--- src/design/mahs_pkg.sv ---
`timescale 1ns / 1ps

package mahs_pkg;

   localparam int DEFAULT_WINDOW_DEPTH = 16;
   localparam int DEFAULT_SAMPLE_BITS  = 12;

   localparam int ON_LEVEL_RESET  = 1000;
   localparam int OFF_LEVEL_RESET = 1500;

   localparam int CSR_INDEX_BITS = 4;

   localparam logic [CSR_INDEX_BITS-1:0] CSR_ON_LEVEL  = CSR_INDEX_BITS'(0);
   localparam logic [CSR_INDEX_BITS-1:0] CSR_OFF_LEVEL = CSR_INDEX_BITS'(1);

   // commands from the controller to the datapath
   typedef struct packed {
      logic accept;   // capture sample, read the oldest ring entry
      logic load;     // update ring, total, slot and count; arm the divider
      logic step;     // one restoring division step
      logic finish;   // apply hysteresis and present the result
   } cmd_type;

endpackage

--- src/design/mahs_ctrl.sv ---
`timescale 1ns / 1ps

module mahs_ctrl #(
   parameter int WINDOW_DEPTH = mahs_pkg::DEFAULT_WINDOW_DEPTH,
   parameter int SAMPLE_BITS  = mahs_pkg::DEFAULT_SAMPLE_BITS
) (
   input  logic              clock,
   input  logic              reset,
   input  logic              req_valid,
   output logic              req_ready,
   output logic              rsp_valid,
   input  logic              rsp_ready,
   output mahs_pkg::cmd_type cmd
);
   import mahs_pkg::*;

   localparam int TOTAL_BITS = SAMPLE_BITS + $clog2(WINDOW_DEPTH);
   localparam int STEP_BITS  = $clog2(TOTAL_BITS);
   localparam logic [STEP_BITS-1:0] LAST_STEP = STEP_BITS'(TOTAL_BITS - 1);

   typedef enum logic [3:0] {
      ST_IDLE = 4'b0001,
      ST_LOAD = 4'b0010,
      ST_DIV  = 4'b0100,
      ST_DONE = 4'b1000
   } state_type;

   state_type             state_ff, state_in;
   logic [STEP_BITS-1:0]  step_ff, step_in;
   logic                  rsp_valid_ff, rsp_valid_in;
   logic                  out_free;

   assign req_ready = (state_ff == ST_IDLE);
   assign rsp_valid = rsp_valid_ff;
   assign out_free  = !rsp_valid_ff || rsp_ready;

   always_comb begin
      state_in   = state_ff;
      step_in    = step_ff;
      cmd        = '0;
      case (state_ff)
         ST_IDLE: begin
            if (req_valid) begin
               cmd.accept = 1'b1;
               state_in   = ST_LOAD;
            end
         end
         ST_LOAD: begin
            cmd.load = 1'b1;
            step_in  = '0;
            state_in = ST_DIV;
         end
         ST_DIV: begin
            cmd.step = 1'b1;
            step_in  = step_ff + STEP_BITS'(1);
            if (step_ff == LAST_STEP) begin
               state_in = ST_DONE;
            end
         end
         ST_DONE: begin
            // hold the finished quotient until the output register is free
            if (out_free) begin
               cmd.finish = 1'b1;
               state_in   = ST_IDLE;
            end
         end
         default: begin
            state_in = ST_IDLE;
         end
      endcase
   end

   always_comb begin
      rsp_valid_in = rsp_valid_ff;
      if (cmd.finish) begin
         rsp_valid_in = 1'b1;
      end else if (rsp_valid_ff && rsp_ready) begin
         rsp_valid_in = 1'b0;
      end
   end

   always_ff @(posedge clock) begin
      if (reset) begin
         state_ff     <= ST_IDLE;
         step_ff      <= '0;
         rsp_valid_ff <= 1'b0;
      end else begin
         state_ff     <= state_in;
         step_ff      <= step_in;
         rsp_valid_ff <= rsp_valid_in;
      end
   end

endmodule

--- src/design/mahs_datapath.sv ---
`timescale 1ns / 1ps

module mahs_datapath #(
   parameter int WINDOW_DEPTH = mahs_pkg::DEFAULT_WINDOW_DEPTH,
   parameter int SAMPLE_BITS  = mahs_pkg::DEFAULT_SAMPLE_BITS
) (
   input  logic                                clock,
   input  logic                                reset,
   input  mahs_pkg::cmd_type                   cmd,
   input  logic [SAMPLE_BITS-1:0]              req_sample,
   input  logic                                csr_write,
   input  logic [mahs_pkg::CSR_INDEX_BITS-1:0] csr_index,
   input  logic [SAMPLE_BITS-1:0]              csr_data,
   output logic [SAMPLE_BITS-1:0]              rsp_average,
   output logic                                rsp_switch_on
);
   import mahs_pkg::*;

   localparam int SLOT_BITS  = $clog2(WINDOW_DEPTH);
   localparam int FILL_BITS  = $clog2(WINDOW_DEPTH + 1);
   localparam int TOTAL_BITS = SAMPLE_BITS + $clog2(WINDOW_DEPTH);
   localparam logic [FILL_BITS-1:0] FILL_FULL = FILL_BITS'(WINDOW_DEPTH);
   localparam logic [SLOT_BITS-1:0] SLOT_LAST = SLOT_BITS'(WINDOW_DEPTH - 1);

   logic [SAMPLE_BITS-1:0] ring_mem [WINDOW_DEPTH];
   logic [SAMPLE_BITS-1:0] ring_rdata_ff;

   logic [SAMPLE_BITS-1:0] on_level_ff, on_level_in;
   logic [SAMPLE_BITS-1:0] off_level_ff, off_level_in;
   logic [SAMPLE_BITS-1:0] sample_ff;
   logic [TOTAL_BITS-1:0]  total_ff, total_in;
   logic [SLOT_BITS-1:0]   slot_ff, slot_in;
   logic [FILL_BITS-1:0]   fill_ff, fill_in;
   logic [TOTAL_BITS-1:0]  quot_ff, quot_in;
   logic [FILL_BITS-1:0]   rem_ff, rem_in;
   logic                   switch_ff, switch_in;
   logic [SAMPLE_BITS-1:0] average_ff;

   logic [SAMPLE_BITS-1:0] oldest;
   logic [FILL_BITS:0]     trial;
   logic [FILL_BITS:0]     divisor;
   logic                   fits;
   logic [SAMPLE_BITS-1:0] mean;

   // ring memory: read the entry about to be replaced, overwrite it in the following cycle
   always_ff @(posedge clock) begin
      if (cmd.accept) begin
         ring_rdata_ff <= ring_mem[slot_ff];
      end
      if (cmd.load) begin
         ring_mem[slot_ff] <= sample_ff;
      end
   end

   always_ff @(posedge clock) begin
      if (cmd.accept) begin
         sample_ff <= req_sample;
      end
      if (cmd.finish) begin
         average_ff <= mean;
      end
   end

   // entries beyond the fill count were never written and count as zero
   assign oldest = (fill_ff == FILL_FULL) ? ring_rdata_ff : '0;

   assign trial   = {rem_ff, quot_ff[TOTAL_BITS-1]};
   assign divisor = {1'b0, fill_ff};
   assign fits    = (trial >= divisor);
   assign mean    = quot_ff[SAMPLE_BITS-1:0];

   always_comb begin
      on_level_in  = on_level_ff;
      off_level_in = off_level_ff;
      if (csr_write) begin
         case (csr_index)
            CSR_ON_LEVEL:  on_level_in  = csr_data;
            CSR_OFF_LEVEL: off_level_in = csr_data;
            default:       ;
         endcase
      end
   end

   always_comb begin
      total_in  = total_ff;
      slot_in   = slot_ff;
      fill_in   = fill_ff;
      quot_in   = quot_ff;
      rem_in    = rem_ff;
      switch_in = switch_ff;
      if (cmd.load) begin
         total_in = total_ff - TOTAL_BITS'(oldest) + TOTAL_BITS'(sample_ff);
         slot_in  = (slot_ff == SLOT_LAST) ? '0 : slot_ff + SLOT_BITS'(1);
         if (fill_ff != FILL_FULL) begin
            fill_in = fill_ff + FILL_BITS'(1);
         end
         quot_in = total_in;
         rem_in  = '0;
      end
      if (cmd.step) begin
         // restoring division, one quotient bit per cycle
         rem_in  = fits ? FILL_BITS'(trial - divisor) : trial[FILL_BITS-1:0];
         quot_in = {quot_ff[TOTAL_BITS-2:0], fits};
      end
      if (cmd.finish) begin
         if (mean <= on_level_ff) begin
            switch_in = 1'b1;
         end else if (mean >= off_level_ff) begin
            switch_in = 1'b0;
         end
      end
   end

   always_ff @(posedge clock) begin
      if (reset) begin
         on_level_ff  <= SAMPLE_BITS'(ON_LEVEL_RESET);
         off_level_ff <= SAMPLE_BITS'(OFF_LEVEL_RESET);
         total_ff     <= '0;
         slot_ff      <= '0;
         fill_ff      <= '0;
         switch_ff    <= 1'b0;
      end else begin
         on_level_ff  <= on_level_in;
         off_level_ff <= off_level_in;
         total_ff     <= total_in;
         slot_ff      <= slot_in;
         fill_ff      <= fill_in;
         switch_ff    <= switch_in;
      end
   end

   always_ff @(posedge clock) begin
      quot_ff <= quot_in;
      rem_ff  <= rem_in;
   end

   assign rsp_average   = average_ff;
   assign rsp_switch_on = switch_ff;

endmodule

--- src/design/moving_average_hysteresis_switch_core.sv ---
`timescale 1ns / 1ps

// Moving-average light switch with hysteresis.
// Input channel req_: one sensor sample per transaction (req_valid/req_ready).
// Output channel rsp_: the truncated mean of the samples in the window and the
// switch state after that mean has been applied (rsp_valid/rsp_ready).
// Configuration: csr_write with csr_index 0 sets the on level, 1 the off level;
// other indexes are ignored. Write only while the block is idle.
// The running total and the quotient are TOTAL_BITS wide,
// where TOTAL_BITS = SAMPLE_BITS + log2(WINDOW_DEPTH) (16 at the defaults).
// The ring entry being replaced is read at acceptance, LOAD then updates the
// running total, DIV runs the bit-serial divider and DONE applies hysteresis.
// One sample is worked on at a time; req_ready is high only between transactions.
// A finished result sits in the output register while the next sample is
// accepted; if the receiver stalls, the next result waits in the divider.
// Reset (synchronous) empties the window, clears the total and switches off;
// the levels return to 1000 and 1500. No clearing pass is needed.
module moving_average_hysteresis_switch_core #(
   parameter int WINDOW_DEPTH = mahs_pkg::DEFAULT_WINDOW_DEPTH,
   parameter int SAMPLE_BITS  = mahs_pkg::DEFAULT_SAMPLE_BITS
) (
   input  logic                                clock,
   input  logic                                reset,
   input  logic                                req_valid,
   output logic                                req_ready,
   input  logic [SAMPLE_BITS-1:0]              req_sample,
   output logic                                rsp_valid,
   input  logic                                rsp_ready,
   output logic [SAMPLE_BITS-1:0]              rsp_average,
   output logic                                rsp_switch_on,
   input  logic                                csr_write,
   input  logic [mahs_pkg::CSR_INDEX_BITS-1:0] csr_index,
   input  logic [SAMPLE_BITS-1:0]              csr_data
);
   import mahs_pkg::*;

   cmd_type cmd;

   mahs_ctrl #(
      .WINDOW_DEPTH (WINDOW_DEPTH),
      .SAMPLE_BITS  (SAMPLE_BITS)
   ) u_ctrl (
      .clock     (clock),
      .reset     (reset),
      .req_valid (req_valid),
      .req_ready (req_ready),
      .rsp_valid (rsp_valid),
      .rsp_ready (rsp_ready),
      .cmd       (cmd)
   );

   mahs_datapath #(
      .WINDOW_DEPTH (WINDOW_DEPTH),
      .SAMPLE_BITS  (SAMPLE_BITS)
   ) u_datapath (
      .clock         (clock),
      .reset         (reset),
      .cmd           (cmd),
      .req_sample    (req_sample),
      .csr_write     (csr_write),
      .csr_index     (csr_index),
      .csr_data      (csr_data),
      .rsp_average   (rsp_average),
      .rsp_switch_on (rsp_switch_on)
   );

endmodule

--- config.mk ---
export PLATFORM = sky130hd
export DESIGN_NAME = moving_average_hysteresis_switch_core
export DESIGN_NICKNAME = d
export VERILOG_FILES = /design/src/design/mahs_pkg.sv /design/src/design/mahs_ctrl.sv /design/src/design/mahs_datapath.sv /design/src/design/moving_average_hysteresis_switch_core.sv
export SDC_FILE = /design/constraint.sdc
export NUM_CORES = 1
export LEC_CHECK = 0
export BUFFER_PORTS_ARGS = -buffer_cell sky130_fd_sc_hd__buf_2
export CAP_MARGIN = 20
export CORE_AREA = 2 2 201 203
export DETAILED_ROUTE_END_ITERATION = 8
export DIE_AREA = 0 0 203 205
export PLACE_DENSITY = 0.52
export RECOVER_POWER = 100
export SYNTH_ARGS = -nofsm -noshare
export SYNTH_HDL_FRONTEND = slang
export SYNTH_HIERARCHICAL = 1
export SYNTH_SLANG_ARGS = --single-unit
--- constraint.sdc ---
create_clock -name clock -period 3.2 [get_ports clock]
set_input_delay 0.64 -clock clock [delete_from_list [all_inputs] [get_ports clock]]
set_output_delay 0.64 -clock clock [all_outputs]
set_load 0.1 [all_outputs]
Word-level counts from Yosys, hierarchy flattened
Memory sizes are Yosys's and may differ from the RTL's. A register that Yosys moved wholly into a read port is not among the register bits.
Index checks and enable logic that the tools add are counted.
{"block": "word_totals", "ramBits": 192, "inputBits": 33, "out_inout_bits": 15, "ff_bits": 104, "elab_cells": 72, "n_memories": 1}
{"block": "op_classes", "reduce_logical": 13, "mux": 24, "eq_ne": 12, "magnitude_cmp": 3, "n_addsub": 6}
{"memory": "u_datapath.ring_mem", "depth": 16, "word_bits": 12, "rd": 1, "rd_ports_with_merged_regs": 1, "wr": 1, "line_no": "mahs_datapath.sv:25", "rtl": "logic [SAMPLE_BITS-1:0] ring_mem [WINDOW_DEPTH];"}
{"cell": "$mux W16", "count": 2}
{"cell": "$add A16 B12 Y16", "count": 1}
{"cell": "$mux W4", "count": 4}
{"cell": "$pmux W4 S4", "count": 1}
{"cell": "$sub A16 B12 Y16", "count": 1}
{"cell": "$mux W5", "count": 3}
{"cell": "$eq A4 B4 Y1 const B", "count": 3}
{"cell": "$ge A12 B12 Y1", "count": 1}
{"cell": "$le A12 B12 Y1", "count": 1}
{"cell": "$mux W1", "count": 12}
{"cell": "$mux W12", "count": 1}
{"cell": "$add A4 B1 Y4 const B", "count": 2}
{"cell": "$eq A4 B1 Y1 const B", "count": 2}
{"cell": "$pmux W4 S2", "count": 1}
{"cell": "$reduce_and A2 Y1", "count": 4}
{"cell": "$reduce_bool A2 Y1", "count": 4}
{"cell": "$ge A6 B5 Y1", "count": 1}
{"cell": "$add A5 B1 Y5 const B", "count": 1}
{"cell": "$eq A5 B5 Y1 const B", "count": 1}
{"cell": "$ne A5 B5 Y1 const B", "count": 1}
{"cell": "$sub A5 B5 Y5", "count": 1}
{"cell": "$eq A4 B2 Y1 const B", "count": 1}
{"cell": "$eq A4 B3 Y1 const B", "count": 1}
{"cell": "$logic_not A4 Y1", "count": 1}
{"cell": "6 further kinds", "count": 7}

Longest topological paths before layout
{"block": "depth", "depth_word": 6, "mapped_depth": 15, "ltp_nobuf": 14}

Cells and area by module
The synthesis kept the hierarchy.
{"mod": "mahs_datapath", "seq_area_each_um2": 8478.1, "area_each_um2": 13167.6, "n_inst": 1, "cells_per_inst": 864}
{"mod": "mahs_ctrl", "seq_area_each_um2": 180.2, "area_each_um2": 461.7, "n_inst": 1, "cells_per_inst": 49}

Worst setup path before layout
No wires, ideal clock.
{"block": "synth_timing", "path_kind": "register -> register", "from": "register u_ctrl.state_ff[3]", "to": "register u_datapath.ring_rdata_ff[0], read port of u_datapath.ring_mem (enable)", "t_required_ps": 2821, "setup_slack_ps": -1830, "synth_period_minus_slack_ps": 5030, "stages_incl_launch_ff": 5, "arrival_time_ps": 4651, "n_path_buf": 1, "setup_ps": 379, "cell_sequence": "dfxtp_1 -> buf_6 -> nor4b_1 -> nand2_1 -> inv_1"}
{"item": "from (decl)", "line_no": "mahs_ctrl.sv:28", "rtl": "state_type state_ff, state_in;"}
{"item": "from (signal assigned)", "line_no": "mahs_ctrl.sv:88", "rtl": "state_ff <= state_in;"}
{"item": "to (decl)", "line_no": "mahs_datapath.sv:26", "rtl": "logic [SAMPLE_BITS-1:0] ring_rdata_ff;"}

Final worst setup path
{"block": "layout_timing", "from": "register u_datapath.fill_ff[1]", "to": "register u_datapath.quot_ff[12] (data pin)"}
{"block": "layout_via", "elab_chain_cells": 6}
{"item": "from (decl)", "line_no": "mahs_datapath.sv:33", "rtl": "logic [FILL_BITS-1:0] fill_ff, fill_in;"}
{"item": "from (signal assigned)", "line_no": "mahs_datapath.sv:127", "rtl": "fill_ff <= fill_in;"}
{"item": "$eq A5 B5 Y1", "line_no": "mahs_datapath.sv:65", "rtl": "assign oldest = (fill_ff == FILL_FULL) ? ring_rdata_ff : '0;"}
{"item": "$mux W12", "line_no": "mahs_datapath.sv:65"}
{"item": "$sub A16 B12 Y16", "line_no": "mahs_datapath.sv:92", "rtl": "total_in = total_ff - TOTAL_BITS'(oldest) + TOTAL_BITS'(sample_ff);"}
{"item": "$add A16 B12 Y16", "line_no": "mahs_datapath.sv:92"}
{"item": "$mux W16", "line_no": "mahs_datapath.sv:91", "rtl": "if (cmd.load) begin"}
{"item": "$mux W16", "line_no": "mahs_datapath.sv:100", "rtl": "if (cmd.step) begin"}
{"item": "net u_datapath.quot_in[12]", "line_no": "mahs_datapath.sv:34", "rtl": "logic [TOTAL_BITS-1:0] quot_ff, quot_in;"}
{"item": "to (signal assigned)", "line_no": "mahs_datapath.sv:133", "rtl": "quot_ff <= quot_in;"}
{"item": "to (decl)", "line_no": "mahs_datapath.sv:34"}
The timed path passes the listed nets, and every way through them passes these cells. The select of a mux whose other input is x is not followed.
A chain may end at the register's enable or synchronous reset.

==> results.md <==
- Final Critical Period: 3259 ps
- Largest net degree at the start of global routing: 42
- Post-Synthesis Cells: 913
- Post-synth ARST share: 0
- Slowest-stage cell, CP: fa_1
- Clk_lat worst skew: 540 ps
- Pleak: 0.005611 uW
- Global placement routability congestion: 0.7464
- Layout Skew: 23.11 ps
- Overflow after GRT: 0
- Chip width: 203 um
- CP Class: reg2reg
- Worst reg2reg path depth: 13
- Reg2Reg Launch Point: u_datapath/fill_ff[1]
- Via/cell ratio: 4.867
- DP Wirelength: 19670 um
- Reg2Reg Setup Slack: -60 ps
- Worst R2R End: u_datapath/quot_ff[12]
- Die Area: 0.04162 mm^2
- Max Buffers Root-to-Sink: 3
- Final WS setup: -58.86 ps
- Initial antenna violation count: 1
- Die height: 205 um
- Total Wirelength: 29900 um
- Relative slew slack: -0.07164
- Root buf cell: clkbuf_16
- Fmax: 306.9 MHz
- Max cap viols: 1
- Wire length per cell: 19.04 um
- CTS H-tree lvls: 2
- CP Data Arrival Time: 3510 ps
- DRC violations left: 0
- Area grow syn2layout: 18.08%
- Most common cell after layout, fill and taps aside: edfxtp_1
- Mapped cell area: 0.01363 mm^2
- Number of global-route vias before repair: 7737
- CTS Buf Count: 36
- Pre-CTS WS: -45.98 ps
- Synth Flop Type: edfxtp_1
- Most frequent cells in the layout: edfxtp_1 (249), inv_1 (79), nand2_1 (65)
- I/O pins: 48
- Remaining antenna violation count after routing: 0
- Layout Nets: 1119
- Synth warnings: 6
- Hold path depth: 1
- Share of layout cells above drive strength 1: 0.2287
- Worst Max-Slew Pin Slew: 1607 ps
- Max incr delay on CP: 490 ps
- Hold Fails Final Rpt: 0
- Status: finished with violations
- Layout Utilization: 0.4088
- Yosys cell types: 61
- Post-synth EDFFs: 249
- Top delay family on crit path: adder cells
- Sequential element share of the synthesized area: 0.6353
- Crit. End Element: flip-flop
- WP buf/inv: 2
- First-pass GRT wire length: 46070 um
- Critical path cell sequence: inv_2 -> ha_4 -> and4_4 -> and2_4 -> fa_1 -> inv_2 -> fa_2 -> a21o_4 -> a221oi_4 -> nor4_2 -> a211oi_1 -> xor2_1 -> o21ai_1
- GRT Total Usage: 0.1454
- Row cnt: 73
- P per Cell Area: 563.3 mW/mm^2
- CP dominant cell by count: inv_2
- 1st-iter DRT viols: 430
- Hold WC Path Type: in2reg
- Average cell area after synthesis: 14.93 um^2
- Crit Path Max Fanout: 4
- Max-slew violation count: 36
- Starting Density: 0.3462
- Hold Crit Start: req_sample[4]
- Core area: 0.03937 mm^2
- Clock Pin Slew Worst Setup and Hold Paths: 50 ps
- VDD IR max: 0.4030 mV
- Final setup fails: 3
- Unrepaired setup endpoints after global routing: yes
- Via count: 7641
- Worst hold slack: 280.2 ps
- TritonCTS sink count: 308
- First-pass detailed-route iteration total: 5
- # port buffers: 47
- Number of synthesized register bits: 308
- Final worst-path cycle share: 1.018
- CP required: 3450 ps
- Startpoint class of the critical path: flip-flop
- Violated checks: max-capacitance violations, max-slew violations, negative setup slack
- Ant. Diodes: 0
- Hold EP: u_datapath/sample_ff[4]
- Syn nets: 1011
- TritonCTS clock tree: built
==> cells by family after synthesis <==
kind of cell,after synthesis,synth area share
simple gates,206,0.07812
flops,308,0.6353
xor+xnor,23,0.01478
compound gates,108,0.05123
buf+inv,121,0.03810
fa+ha+maj,65,0.06683
mux,82,0.1157
==> worst register-to-register path, cell delays in order (launching register included) <==
cell and delay [ps]:
dfxtp_4 340, inv_2 40, ha_4 150, and4_4 170
and2_4 140, fa_1 490, inv_2 50, fa_2 390
a21o_4 220, a221oi_4 330, nor4_2 70, a211oi_1 260
xor2_1 240, o21ai_1 90
==> per-stage QoR <==
| stage | instances | area [um^2] | TNS [ps] | power, uW |
|---|---|---|---|---|
| detailed placement | 1500 | 14830 | -59.92 | 5101 |
| finish | 1570 | 16090 | -98.80 | 9065 |
| floorplan | 913 | 13680 | 0 | 4896 |
| CTS | 1562 | 16000 | -33.36 | 9132 |
| global route | 1570 | 16090 | -724.5 | 9424 |
| global placement | 1500 | 14830 | -8.836 | 5093 |
==> synth_stat cells (9+ instances only) <==
cell      instances  share of area
clkbuf_1         21         0.0058
dfxtp_1          59          0.087
fa_1             13          0.019
mux2i_1          18          0.013
and2_1           28          0.013
inv_1            83          0.023
nor2_1           41          0.011
a21o_1            9         0.0050
a21oi_1          30          0.011
ha_1             52          0.048
nor2b_1          12         0.0055
nand2b_1          9         0.0041
xnor2_1          16          0.010
o21ai_0          29          0.011
mux4_2           60          0.099
edfxtp_1        249           0.55
nand2_1          69          0.019
==> layer usage <==
layer,wire (um),part of all wire,GRT usage
met5,0,0,0
met4,566,0.019,0.04197
met3,1388,0.046,0.02545
met2,14270,0.48,0.2396
met1,13670,0.46,0.1978
==> cell type report <==
| cell class | instances | area, um^2 |
|---|---|---|
| Inverter | 83 | 311.5 |
| Fill cell | 3646 | 23270 |
| Timing Repair Buffer | 107 | 610.6 |
| Clock buffer | 44 | 962.2 |
| Sequential cell | 308 | 8665 |
| Tap cell | 525 | 656.9 |
| Clock inverter | 18 | 197.7 |
| Multi-Input combinational cell | 485 | 4690 |
==> registers in the layout (all words and copies together), names as in the netlist <==
| name | cells |
|---|---|
| u_ctrl/rsp_valid | 1 |
| u_ctrl/state_ff | 4 |
| u_ctrl/step_ff | 4 |
| u_datapath/fill_ff | 5 |
| u_datapath/off_level_ff | 12 |
| u_datapath/on_level_ff | 12 |
| u_datapath/quot_ff | 16 |
| u_datapath/rem_ff | 5 |
| u_datapath/ring_mem | 192 |
| u_datapath/ring_rdata_ff | 12 |
| u_datapath/rsp_average | 12 |
| u_datapath/rsp_switch_on | 1 |
| u_datapath/sample_ff | 12 |
| u_datapath/slot_ff | 4 |
| u_datapath/total_ff | 16 |
==> where the power goes <==
group          switching, uW  total, uW  internal, uW
clock network           1590       3980          2390
registers               40.9       4440          4400
logic                    368        645           277
total                   2000       9060          7070
==> how the worst max path moves through the flow <==
stage,start,slack (ps),depth (start not counted),end
final,u_datapath/fill_ff[1],-60,13,u_datapath/quot_ff[12]
after global routing,u_datapath/fill_ff[1],-160,13,u_datapath/quot_ff[12]
after CTS,u_datapath/fill_ff[1],-30,13,u_datapath/quot_ff[12]
after detailed placement,u_datapath/fill_ff[0],-50,13,u_datapath/quot_ff[12]
after global placement,u_datapath/fill_ff[0],-9,13,u_datapath/quot_ff[12]
after floorplan,u_datapath/fill_ff[1],3,14,u_datapath/quot_ff[14]
==> timing repair <==
item / 4_1_cts / 5_1_grt
setup endpoints to repair: 3 / 17
gates resized for setup: 2 / 34
hold buffers: 0 / 0
setup buffers: 0 / 7
pin swaps: 2 / 18
cloned: 0 / 1
Power figures use the tool's default switching activity.
